<file path="src/rtl/stump_split_search_unit_assert.svh">
// Assertion macros for the stump split search RTL.
// Needs clk and rst_n in the scope where the macros are used.
`ifndef STUMP_SPLIT_SEARCH_UNIT_ASSERT_SVH
`define STUMP_SPLIT_SEARCH_UNIT_ASSERT_SVH

// same-cycle implication, disabled during reset
`define SS_ASSERT_IMPLY(label, ante, cons, msg) \
    label: assert property (@(posedge clk) disable iff (!rst_n) (ante) |-> (cons)) \
        else $error(msg);

// next-cycle implication, disabled during reset
`define SS_ASSERT_NEXT(label, ante, cons, msg) \
    label: assert property (@(posedge clk) disable iff (!rst_n) (ante) |=> (cons)) \
        else $error(msg);

`endif

</file>
<file path="src/rtl/stump_ss_pkg.sv">
// Types and constants for the stump split search unit.
// No dependencies.
`timescale 1ns / 1ps

package stump_ss_pkg;

    localparam int DATA_W    = 24;
    localparam int SUM_W     = 36;
    localparam int SCORE_W   = 59;
    localparam int POS_W     = 12;
    localparam int ADDR_IN_W = 12;
    localparam int RANK_W    = 13;
    localparam int LO_W      = 18;
    localparam int PROD_W    = SUM_W + DATA_W;

    localparam int QDEPTH = 4;
    localparam int QAW    = $clog2(QDEPTH);
    localparam int QCW    = $clog2(QDEPTH + 1);

    localparam logic ACT_LOAD  = 1'b0;
    localparam logic ACT_ENTRY = 1'b1;

    localparam logic signed [SUM_W-1:0] SUM_MAX = {1'b0, {(SUM_W-1){1'b1}}};
    localparam logic signed [SUM_W-1:0] SUM_MIN = {1'b1, {(SUM_W-1){1'b0}}};

    typedef struct packed {
        logic signed [DATA_W-1:0] resid;
        logic signed [DATA_W-1:0] weight;
        logic                     mask;
        logic                     last;
    } entry_t;

    typedef struct packed {
        logic           valid;
        logic [QCW-1:0] count;
    } q_status_t;

endpackage

</file>
<file path="src/rtl/stump_ss_queue.sv">
// Short queue of gathered column entries between front and back.
// Depends on stump_ss_pkg.
`timescale 1ns / 1ps

module stump_ss_queue (
    input  logic                      clk,
    input  logic                      rst_n,
    input  logic                      push,
    input  stump_ss_pkg::entry_t      push_data,
    input  logic                      pop,
    output stump_ss_pkg::entry_t      pop_data,
    output stump_ss_pkg::q_status_t   status
);
    import stump_ss_pkg::*;

    entry_t         slot_reg [QDEPTH];
    logic [QAW-1:0] wr_ptr_reg;
    logic [QAW-1:0] rd_ptr_reg;
    logic [QCW-1:0] count_reg;
    logic [QCW-1:0] count_next;

    always_ff @(posedge clk)
    begin
        if (push)
        begin
            slot_reg[wr_ptr_reg] <= push_data;
        end
    end

    always_comb
    begin
        count_next = count_reg;
        case ({push, pop})
            2'b10:   count_next = count_reg + QCW'(1);
            2'b01:   count_next = count_reg - QCW'(1);
            default: count_next = count_reg;
        endcase
    end

    always_ff @(posedge clk or negedge rst_n)
    begin
        if (!rst_n)
        begin
            wr_ptr_reg <= '0;
            rd_ptr_reg <= '0;
            count_reg  <= '0;
        end
        else
        begin
            if (push)
            begin
                wr_ptr_reg <= wr_ptr_reg + QAW'(1);
            end
            if (pop)
            begin
                rd_ptr_reg <= rd_ptr_reg + QAW'(1);
            end
            count_reg <= count_next;
        end
    end

    assign pop_data     = slot_reg[rd_ptr_reg];
    assign status.valid = (count_reg != '0);
    assign status.count = count_reg;

endmodule

</file>
<file path="config.mk">
export PLATFORM = sky130hd
export DESIGN_NAME = stump_ss_queue
export DESIGN_NICKNAME = d
export VERILOG_FILES = /design/src/rtl/stump_split_search_unit_assert.svh /design/src/rtl/stump_ss_pkg.sv /design/src/rtl/stump_ss_queue.sv
export SDC_FILE = /design/constraint.sdc
export NUM_CORES = 1
export LEC_CHECK = 0
export ABC_AREA = 1
export BUFFER_PORTS_ARGS = -buffer_cell sky130_fd_sc_hd__buf_2
export CAP_MARGIN = 20
export CORE_MARGIN = 2
export CORE_UTILIZATION = 45
export DETAILED_ROUTE_END_ITERATION = 16
export MAX_ROUTING_LAYER = met4
export PLACE_DENSITY = 0.7
export SLEW_MARGIN = 15
export SYNTH_ARGS = -nofsm -noshare
export SYNTH_HDL_FRONTEND = slang
export SYNTH_SLANG_ARGS = --single-unit
</file>
<file path="constraint.sdc">
create_clock -name clk -period 3.6 [get_ports clk]
set_input_delay 0.72 -clock clk [delete_from_list [all_inputs] [get_ports clk]]
set_output_delay 0.72 -clock clk [all_outputs]
set_load 0.01 [all_outputs]
</file>
==> results.txt <==
The layout overhead on the synthesized area is 17.16%. The number of gates resized after CTS is 0. STA classifies the critical path endpoint as an output port. By instance count, the leading cell after synthesis is sky130_fd_sc_hd__edfxtp_1. The count of buffer and inverter cells on the critical path is 2. The finished layout holds 984 standard cells, fillers aside. The per-cell via count in the routed design is 4.963. Entering global routing, the biggest net connects 110 pins.

The relative max-transition margin is 48.02%. The required time at the endpoint of the critical path is 2.88 ns. The initial antenna violation count is 2. The max capacitance violation total came out at 0. The quantity of hold-fixing buffers added after cts came out at 0. The final setup skew came out at 0.006841 ns. The total count of hold-check failures in the final report came out at 0. Setup repair after global routing left no endpoint under its margin. The share of the core filled with cells is 53.88%. The number of DRC violations after detailed-routing iteration 0 came out at 267. The total negative setup slack came out at 0 ns. By area, the combinational part of the netlist is dominated by compound AO/OA/AOI/OAI gates.

Among all stages on the critical path, the largest delay is contributed by sky130_fd_sc_hd__dfrtp_4. The highest attainable clock frequency is 0.3374 GHz. The total power of the final layout is 7.924 mW.

The flow ran to the end, and the final reports show no timing, DRC or antenna violations. The area of the die is 19,520 um2. The class of the tightest hold or removal check is in -> async.

Setup violations remaining at the end of the flow were counted as 0. The critical path in this run is classified as reg -> out. After Yosys synthesis, full adders, half adders and majority gates account for 0.9962% of the synthesized area. The total of buffers placed on input and output ports is 107.

STA classifies the critical path startpoint as a flip-flop. The largest area contributor in the netlist is sky130_fd_sc_hd__edfxtp_1. After layout, the minimum clock period comes to 2.964 ns.

The maximum fanout count along the critical path came out at 109. The CTS clock-pin slew for the worst setup and hold paths is 0.06 ns. The power density relative to cell area is 815.9 nW/um2.

Dividing the detail-routed wire length by the instance count gives 15.98 um. The count of vias placed by the detailed router came out at 4,884. The number of buffers created by CTS came out at 22. The initial core utilization came out at 45.99%. The post-CTS repair timing setup buffer count came out at 0. The mean instance size in the synthesized netlist came out at 13.14 um2.

The chip width is 139.7 um. The via count of the first global-routing pass is 4,666. The wire length of the first global-routing pass came out at 24,150 um.

The largest stage delay on the critical path is 0.78 ns. The maximum vdd ir drop is 0.5456 mV. The clock tree buffer depth came out at 3. The global-route usage over all layers is 16.16%.

The count of unresolved DRC violations after routing came out at 0. Walking the worst path, the cells encountered are buf_12 -> nand2_1 -> o211ai_1 -> nand2_1 -> buf_2. CTS built an H-tree with a depth of 1. The number of unique standard cell types used by synthesis came out at 17. The static leakage is 3.936 nW.

The flip-flop and latch count after synthesis is 207. Counting flops with a built-in enable in the synthesized netlist gives 200. The standard-cell row count came out at 49. The total routed wirelength is 15,720 um. The area share of the leading cell type in the synthesized netlist is 72.45%. The share of synthesized registers carrying an async set or reset came out at 3.382%. The share of synthesized cell area in and, or, nand and nor gates came out at 7.487%. The proportion of synthesized chip area in sequential cells is 74.57%. The number of nets handed over by synthesis was 691. The kind of cell with the highest combined delay on the critical path is flip-flops.

The cell count after synthesis is 631. Including well taps, the total number of placed cells is 944. By count the netlist is led by 200 x sky130_fd_sc_hd__edfxtp_1, 161 x sky130_fd_sc_hd__nand2_1, 114 x sky130_fd_sc_hd__inv_1. The share of layout cells above drive strength 1 is 20.32%. The max-slew violation total from the final report was 0. The detailed placement HPWL is 9135 um. The arrival time of data at the critical path endpoint came out at 2.24 ns. TritonCTS built the clock tree. The xor-xnor portion of the synthesized cell area came out at 0.4226%. The first-pass detailed-route iteration total came out at 4. For this run, the leading register cell type out of synthesis is sky130_fd_sc_hd__edfxtp_1.

By instance count, the cell type seen most on the critical path is sky130_fd_sc_hd__nand2_1. Dividing the final minimum period by the clock period gives 82.34%. The number of ports placed on the die boundary came out at 108. The area fraction in compound gates after synthesis is 9.177%.

In the post-synthesis netlist, the biggest area contributors are sky130_fd_sc_hd__edfxtp_1 72%, sky130_fd_sc_hd__o211ai_1 9.1%, sky130_fd_sc_hd__nand2_1 7.3%, sky130_fd_sc_hd__inv_1 5.2%, sky130_fd_sc_hd__dfrtp_1 2.1%. In the final design database the tool counted 799 nets. The cell area after synthesis came out at 8289 um2. The number of warnings printed during yosys synthesis came out at 0. In this run the vertical extent of the chip is 139.7 um.

At the pin with the least slew margin, the transition time is 0.7785 ns. The CTS sink count is 207. In the synthesized netlist, mux cells make up 0% of the area. The congestion estimate from routability-driven global placement came to 0.7449. The clock insertion delay at the later pin of the skew report came out at 0.49 ns. Clock tree synthesis selected as its root buffer the cell sky130_fd_sc_hd__clkbuf_16.

The number of flip-flops under the largest register name came out at 200. The detail route stage leaves a number of antenna-violating nets equal to 0. The aggregate global routing overflow came out at 0. The core region is 18,020 um2.
## power breakdown
part / internal (mW) / total, mW / switching (mW)
clock: 1.19 / 2.03 / 0.849
combinational: 0.884 / 2.53 / 1.64
sequential: 3.16 / 3.36 / 0.202
## cells by family after synthesis
kind of cell | after synthesis
AO/OA/AOI/OAI | 102
XOR/XNOR | 4
adder cells (fa/ha/maj) | 6
buffers and inverters | 148
flip-flops | 207
AND/OR/NAND/NOR | 164
## final timing paths
kind	endpoint	from	slack (ns)	cells after the start
worst max-delay path	pop_data[2]	rd_ptr_reg[0]$_DFFE_PN0P_	0.64	5
worst min register to register	count_reg[0]$_DFFE_PN0P_	count_reg[0]$_DFFE_PN0P_	0.49	1
max in group asynchronous	rd_ptr_reg[0]$_DFFE_PN0P_	rst_n	3.36	1
min in group clk	slot_reg[2][0]$_DFFE_PP_	push_data[0]	0.44	1
worst min-delay path	count_reg[0]$_DFFE_PN0P_	rst_n	0.06	1
worst max register to register	slot_reg[1][41]$_DFFE_PP_	wr_ptr_reg[1]$_DFFE_PN0P_	1.75	5
## layer usage
metal	vias to the layer above	track usage (%)	share of wire, %
met3	19	3.166	4.7
li1	2394	-	-
met5	-	-	0
met4	0	4.316	1.4
met1	2365	20.13	43
met2	106	27.27	50
## cell usage in the layout (no fill, tap or decap), drive strengths merged
cell type | synthesis | layout
edfxtp | 200 | 200
nand2 | 161 | 161
buf | 28 | 118
inv | 114 | 114
o211ai | 100 | 100
clkbuf | 6 | 31
dfrtp | 7 | 7
ha | 5 | 5
clkinv | 0 | 5
xor2 | 3 | 3
diode | 0 | 2
nand3 | 2 | 2
o21ai | 2 | 2
clkinvlp | 0 | 2
xnor2 | 1 | 1
nand4 | 1 | 1
fa | 1 | 1
## area by class of cell
class,count,area (um2)
diodes,2,5.005
clock buffers,31,615.6
clock inverters,7,36.28
fillers,1496,8313
inverters,114,427.9
multi-input cells,276,1499
flip-flops and latches,207,6186
well taps,229,286.5
repair buffers,118,655.6
## through the flow
stage	hold slack, ns	cell area (um2)	setup slack (ns)
after detailed placement	0.4882	9055	1.152
after global routing	0.05372	9712	0.4662
after floorplan	0.4244	8289	1.188
after CTS	0.04962	9707	0.6180
final	0.05789	9712	0.6358
after global placement	0.4811	9055	1.168
Power figures use the tool's default switching activity.
