--- src/rtl/stump_split_search_unit_assert.svh ---
// Assertion macros for the stump split search RTL.
// Needs clk and rst_n in the scope where the macros are used.
`ifndef STUMP_SPLIT_SEARCH_UNIT_ASSERT_SVH
`define STUMP_SPLIT_SEARCH_UNIT_ASSERT_SVH

// same-cycle implication, disabled during reset
`define SS_ASSERT_IMPLY(label, ante, cons, msg) \
    label: assert property (@(posedge clk) disable iff (!rst_n) (ante) |-> (cons)) \
        else $error(msg);

// next-cycle implication, disabled during reset
`define SS_ASSERT_NEXT(label, ante, cons, msg) \
    label: assert property (@(posedge clk) disable iff (!rst_n) (ante) |=> (cons)) \
        else $error(msg);

`endif

--- src/rtl/stump_ss_pkg.sv ---
// Types and constants for the stump split search unit.
// No dependencies.
`timescale 1ns / 1ps

package stump_ss_pkg;

    localparam int DATA_W    = 24;
    localparam int SUM_W     = 36;
    localparam int SCORE_W   = 59;
    localparam int POS_W     = 12;
    localparam int ADDR_IN_W = 12;
    localparam int RANK_W    = 13;
    localparam int LO_W      = 18;
    localparam int PROD_W    = SUM_W + DATA_W;

    localparam int QDEPTH = 4;
    localparam int QAW    = $clog2(QDEPTH);
    localparam int QCW    = $clog2(QDEPTH + 1);

    localparam logic ACT_LOAD  = 1'b0;
    localparam logic ACT_ENTRY = 1'b1;

    localparam logic signed [SUM_W-1:0] SUM_MAX = {1'b0, {(SUM_W-1){1'b1}}};
    localparam logic signed [SUM_W-1:0] SUM_MIN = {1'b1, {(SUM_W-1){1'b0}}};

    typedef struct packed {
        logic signed [DATA_W-1:0] resid;
        logic signed [DATA_W-1:0] weight;
        logic                     mask;
        logic                     last;
    } entry_t;

    typedef struct packed {
        logic           valid;
        logic [QCW-1:0] count;
    } q_status_t;

endpackage

--- src/rtl/stump_ss_back.sv ---
// Back end: running sum, split multiply, magnitude, best tracking and the
// result register. Depends on stump_ss_pkg and the assertion macro header.
`timescale 1ns / 1ps
`include "stump_split_search_unit_assert.svh"

module stump_ss_back (
    input  logic                                   clk,
    input  logic                                   rst_n,
    input  stump_ss_pkg::q_status_t                q_status,
    input  stump_ss_pkg::entry_t                   q_data,
    output logic                                   q_pop,
    output logic                                   empty,
    input  logic                                   pop,
    output logic [stump_ss_pkg::POS_W-1:0]         best_position,
    output logic [stump_ss_pkg::SCORE_W-1:0]       best_score
);
    import stump_ss_pkg::*;

    logic                      en;

    logic signed [SUM_W-1:0]   run_sum_reg;
    logic [POS_W-1:0]          pos_cnt_reg;
    logic signed [SUM_W:0]     sum_wide;
    logic signed [SUM_W-1:0]   sum_sat;

    logic                      a_valid_reg;
    logic signed [SUM_W-1:0]   a_sum_reg;
    logic signed [DATA_W-1:0]  a_weight_reg;
    logic                      a_mask_reg;
    logic                      a_last_reg;
    logic [POS_W-1:0]          a_pos_reg;

    logic signed [LO_W+DATA_W:0]         p_lo;
    logic signed [SUM_W-LO_W+DATA_W-1:0] p_hi;
    logic                                b_valid_reg;
    logic signed [LO_W+DATA_W:0]         b_plo_reg;
    logic signed [SUM_W-LO_W+DATA_W-1:0] b_phi_reg;
    logic                                b_mask_reg;
    logic                                b_last_reg;
    logic [POS_W-1:0]                    b_pos_reg;

    logic signed [PROD_W-1:0]  prod;
    logic signed [PROD_W-1:0]  mag;
    logic                      c_valid_reg;
    logic [SCORE_W-1:0]        c_score_reg;
    logic                      c_last_reg;
    logic [POS_W-1:0]          c_pos_reg;

    logic [SCORE_W-1:0]        best_reg;
    logic [POS_W-1:0]          best_pos_reg;
    logic [SCORE_W-1:0]        best_next;
    logic [POS_W-1:0]          best_pos_next;

    logic                      res_valid_reg;
    logic [SCORE_W-1:0]        res_score_reg;
    logic [POS_W-1:0]          res_pos_reg;

    // whole back pipeline moves only when the result register can take a transfer
    assign en    = !res_valid_reg || pop;
    assign q_pop = en && q_status.valid;

    assign sum_wide = (SUM_W+1)'(run_sum_reg) + (SUM_W+1)'(q_data.resid);

    always_comb
    begin
        case ({sum_wide[SUM_W], sum_wide[SUM_W-1]})
            2'b01:   sum_sat = SUM_MAX;
            2'b10:   sum_sat = SUM_MIN;
            default: sum_sat = sum_wide[SUM_W-1:0];
        endcase
    end

    // sum split into an unsigned low part and a signed high part
    assign p_lo = (LO_W+DATA_W+1)'($signed({1'b0, a_sum_reg[LO_W-1:0]}))
                * (LO_W+DATA_W+1)'(a_weight_reg);
    assign p_hi = (SUM_W-LO_W+DATA_W)'($signed(a_sum_reg[SUM_W-1:LO_W]))
                * (SUM_W-LO_W+DATA_W)'(a_weight_reg);

    assign prod = (PROD_W'(b_phi_reg) <<< LO_W) + PROD_W'(b_plo_reg);
    assign mag  = prod[PROD_W-1] ? -prod : prod;

    always_comb
    begin
        best_next     = best_reg;
        best_pos_next = best_pos_reg;
        if (c_score_reg > best_reg)
        begin
            best_next     = c_score_reg;
            best_pos_next = c_pos_reg;
        end
    end

    always_ff @(posedge clk)
    begin
        if (en)
        begin
            a_sum_reg    <= sum_sat;
            a_weight_reg <= q_data.weight;
            a_mask_reg   <= q_data.mask;
            a_last_reg   <= q_data.last;
            a_pos_reg    <= pos_cnt_reg;

            b_plo_reg    <= p_lo;
            b_phi_reg    <= p_hi;
            b_mask_reg   <= a_mask_reg;
            b_last_reg   <= a_last_reg;
            b_pos_reg    <= a_pos_reg;

            c_score_reg  <= b_mask_reg ? mag[SCORE_W-1:0] : '0;
            c_last_reg   <= b_last_reg;
            c_pos_reg    <= b_pos_reg;

            res_score_reg <= best_next;
            res_pos_reg   <= best_pos_next;
        end
    end

    always_ff @(posedge clk or negedge rst_n)
    begin
        if (!rst_n)
        begin
            run_sum_reg   <= '0;
            pos_cnt_reg   <= '0;
            a_valid_reg   <= 1'b0;
            b_valid_reg   <= 1'b0;
            c_valid_reg   <= 1'b0;
            best_reg      <= '0;
            best_pos_reg  <= '0;
            res_valid_reg <= 1'b0;
        end
        else if (en)
        begin
            a_valid_reg   <= q_status.valid;
            b_valid_reg   <= a_valid_reg;
            c_valid_reg   <= b_valid_reg;
            res_valid_reg <= c_valid_reg && c_last_reg;
            if (q_status.valid)
            begin
                run_sum_reg <= q_data.last ? '0 : sum_sat;
                pos_cnt_reg <= q_data.last ? '0 : pos_cnt_reg + POS_W'(1);
            end
            if (c_valid_reg)
            begin
                best_reg     <= c_last_reg ? '0 : best_next;
                best_pos_reg <= c_last_reg ? '0 : best_pos_next;
            end
        end
    end

    assign empty         = !res_valid_reg;
    assign best_position = res_pos_reg;
    assign best_score    = res_score_reg;

    `SS_ASSERT_NEXT(a_stall_freeze, res_valid_reg && !pop, $stable(run_sum_reg) && $stable(best_reg) && $stable(c_valid_reg), "back pipeline moved during output stall")
    `SS_ASSERT_NEXT(a_last_emits, en && c_valid_reg && c_last_reg, res_valid_reg, "last entry did not produce a result")
    `SS_ASSERT_IMPLY(a_best_bound, best_reg[SCORE_W-1], best_reg[SCORE_W-2:0] == '0, "best score above product magnitude bound")

endmodule
--- config.mk ---
export PLATFORM = sky130hd
export DESIGN_NAME = stump_ss_back
export DESIGN_NICKNAME = d
export VERILOG_FILES = /design/src/rtl/stump_ss_pkg.sv /design/src/rtl/stump_ss_back.sv
export VERILOG_INCLUDE_DIRS = /design/src /design/src/rtl
export SDC_FILE = /design/constraint.sdc
export NUM_CORES = 2
export LEC_CHECK = 0
export BUFFER_PORTS_ARGS = -buffer_cell sky130_fd_sc_hd__clkbuf_2
export CORE_MARGIN = 5
export CORE_UTILIZATION = 50
export CTS_BUF_LIST = sky130_fd_sc_hd__clkbuf_8
export CTS_CLUSTER_SIZE = 12
export DETAILED_ROUTE_END_ITERATION = 16
export GPL_ROUTABILITY_DRIVEN = 1
export PLACE_DENSITY_LB_ADDON = 0.08
export SLEW_MARGIN = 40
export SYNTH_ARGS = -nofsm -noshare
export SYNTH_HDL_FRONTEND = slang
export SYNTH_SLANG_ARGS = --single-unit
--- constraint.sdc ---
create_clock -name clk -period 17.9 [get_ports clk]
set_input_delay 3.58 -clock clk [delete_from_list [all_inputs] [get_ports clk]]
set_output_delay 3.58 -clock clk [all_outputs]
set_load 0.005 [all_outputs]
==> flow_metrics.env <==
export IMPL_status="complete, no violations"
export IMPL_synthFlopType="edfxtp_1"
export IMPL_htree_levels=3
export IMPL_clk_latency_ns=0.75
export IMPL_syn2layout_area_growth_pct=7.51
export IMPL_ys_seq_area_share_pct=23.5
export IMPL_die_x_um=337
export IMPL_drc_errors=0
export IMPL_clkSinkCount=439
export IMPL_worstPathRequired_ns=14.32
export IMPL_synth_seq_cells=439
export IMPL_async_reset_ff_share_pct=28.0
export IMPL_path_class="input port to output port"
export IMPL_drive_above_1_share_pct=7.27
export IMPL_drtIter0Drc=2003
export IMPL_grt_pass1_wl_um=209000
export IMPL_cts_reportedPaths_clkPinSlew_ns=0.06
export IMPL_synth_edff_count=316
export IMPL_maxSlewHeadroom_pct=44.6
export IMPL_path_delay_family="buffers and inverters"
export IMPL_crit_chain="clkbuf_2, nand2b_4, nand2_2, buf_4, inv_1, clkbuf_2"
export IMPL_wirelength_um=127000
export IMPL_hold_violations=0
export IMPL_start_util_pct=50.2
export IMPL_end_kind="output port"
export IMPL_critPathMaxFanout=52
export IMPL_cpPeakStageDelay_ns=0.55
export IMPL_grt_pass1_vias=38700
export IMPL_fin_tns_setup_ns=0
export IMPL_dieArea_mm2=0.114
export IMPL_die_h_um=337
export IMPL_grt_usage_pct=23.2
export IMPL_max_cap_viol_count=0
export IMPL_grt_max_degree=159
export IMPL_via_per_inst=5.22
export IMPL_ys_types=95
export IMPL_worst_path_max_delay_cell="inv_1"
export IMPL_portBuffers=126
export IMPL_first_pass_iters=5
export IMPL_nets=6783
export IMPL_drt_wirelength_per_cell_um=18.1
export IMPL_ctsResizeCount=0
export IMPL_fillers=9772
export IMPL_synth_nets=6721
export IMPL_ys_warn_count=0
export IMPL_period_share_pct=49.7
export IMPL_cts_root_buffer="clkbuf_8"
export IMPL_layout_commonest_cell="inv_1"
export IMPL_gp_congestion=0.852
export IMPL_worst_slew_pin_slew_ns=0.827
export IMPL_skew_ns=0.0575
export IMPL_syn_area_mm2=0.0535
export IMPL_num_io_pins=130
export IMPL_setup_violations_final=0
export IMPL_cts_tree="yes"
export IMPL_rows=120
export IMPL_final_cell_mix="inv_1 (1178), fa_1 (855), nand2_1 (674), and2_1 (423), ha_1 (356)"
export IMPL_min_period_ns=8.90
export IMPL_holdCritPathClass="flop to flop"
export IMPL_fp_coreArea_mm2=0.107
export IMPL_max_freq_ghz=0.112
export IMPL_cp_arrival_ns=5.32
export IMPL_clock_tree_buffer_depth=3
export IMPL_synth_avg_cell_area_um2=9.82
export IMPL_synthCells=5452
export IMPL_via_count=36500
export IMPL_path_buf_inv=4
export IMPL_rsz0062_at_grt="false"
export IMPL_hold_buffers=0
export IMPL_numCtsBuffers=81
export IMPL_antenna_found_initial=10
export IMPL_startpoint_type="input port"
export IMPL_dp_hpwl_um=95100
export IMPL_overflow=0
export IMPL_antenna_left=0
export IMPL_post_cts_setup_buffers=0
export IMPL_crit_path_frequent_cell="clkbuf_2"
export IMPL_final_max_slew_viol_count=0
==> final timing paths <==
kind / startpoint / end / slack, ns / depth (start not counted)
max: pop / q_pop / 9.00 / 6
min: b_pos_reg[4] / c_pos_reg[4] / 0.39 / 0
max reg2reg: a_weight_reg[15] / b_phi_reg[41] / 9.66 / 24
min reg2reg: b_pos_reg[4] / c_pos_reg[4] / 0.39 / 0
max in group asynchronous: rst_n / run_sum_reg[5] / 14.00 / 2
min in group asynchronous: rst_n / best_reg[12] / 2.77 / 1
==> final cells by class <==
cell class / instances / area (um2) / share of cell area [%]
diodes: 2 / 5.00 / 0.00869
multi-input cells: 3626 / 35800 / 62.2
clock inverters: 53 / 344 / 0.598
flip-flops and latches: 439 / 12600 / 21.8
inverters: 1152 / 4320 / 7.51
well taps: 1403 / 1760 / 3.05
clock buffers: 99 / 1360 / 2.37
repair buffers: 214 / 1400 / 2.44
==> metrics by stage <==
step	instance area [um2]	utilization [%]	instances	hold slack, ns	setup WS, ns
final	57600	53.9	6988	0.394	9.00
after global placement	55600	52.1	6819	0.402	8.00
after floorplan	53500	-	5452	0.400	5.33
after detailed placement	55800	52.3	6832	0.405	8.47
after global routing	57600	53.9	6988	0.413	8.70
after CTS	57500	53.9	6984	0.376	8.98
==> worst register-to-register path, stage by stage, from the launching register on <==
cell,delay [ns]
edfxtp_1,0.33
buf_4,0.50
nand2_1,0.22
fa_1,0.56
fa_1,0.52
fa_1,0.52
inv_1,0.06
fa_1,0.50
fa_1,0.49
inv_1,0.06
fa_1,0.47
inv_1,0.05
ha_1,0.37
a2111o_1,0.41
o21bai_1,0.16
a31oi_1,0.18
o311ai_1,0.11
buf_4,0.19
o21a_1,0.27
a211o_1,0.32
a41o_1,0.27
or4_1,0.45
a31oi_1,0.23
o21bai_1,0.11
xnor2_1,0.59
==> cell usage after synthesis, drive strengths merged (10+ instances only) <==
| cell | n | share of area, % |
|---|---|---|
| inv | 1151 | 8.1 |
| fa | 856 | 32 |
| nand2 | 676 | 4.7 |
| and2 | 426 | 5.0 |
| ha | 356 | 8.3 |
| edfxtp | 316 | 18 |
| clkbuf | 222 | 1.6 |
| a21oi | 180 | 1.7 |
| o21ai | 165 | 1.5 |
| xnor2 | 136 | 2.2 |
| dfrtp | 123 | 5.7 |
| a22o | 101 | 1.7 |
| nor2 | 96 | 0.67 |
| a21o | 89 | 1.2 |
| xor2 | 61 | 1.0 |
| nor3 | 44 | 0.42 |
| nor2b | 41 | 0.48 |
| and3 | 33 | 0.40 |
| nand3 | 33 | 0.32 |
| a31oi | 31 | 0.39 |
| o21a | 26 | 0.36 |
| nand2b | 24 | 0.28 |
| nand4 | 23 | 0.28 |
| o21bai | 21 | 0.29 |
| or3 | 21 | 0.25 |
| mux2 | 17 | 0.36 |
| buf | 13 | 0.13 |
| o211ai | 12 | 0.17 |
| a21boi | 11 | 0.15 |
| nor4 | 10 | 0.16 |
==> cell families after synthesis <==
logic type / synth area share [%]
muxes: 0.470
adders and majority gates: 40.3
DFF: 23.5
AOI/OAI and AO/OA: 9.23
and+or+nand+nor: 13.5
buffers and inverters: 9.76
xor gates and xnor gates: 3.22
==> metal layers <==
layer / part of all wire (%) / routed length, um / GRT usage [%]
met5: 0.012 / 15 / 0
met1: 45 / 57300 / 31.9
met4: 2.3 / 2910 / 5.33
met3: 5.3 / 6720 / 3.84
met2: 47 / 59500 / 38.9
Power is left out: the tool's default activity adds up to more than one toggle a clock period on the data nets, which glitch-free logic cannot reach.
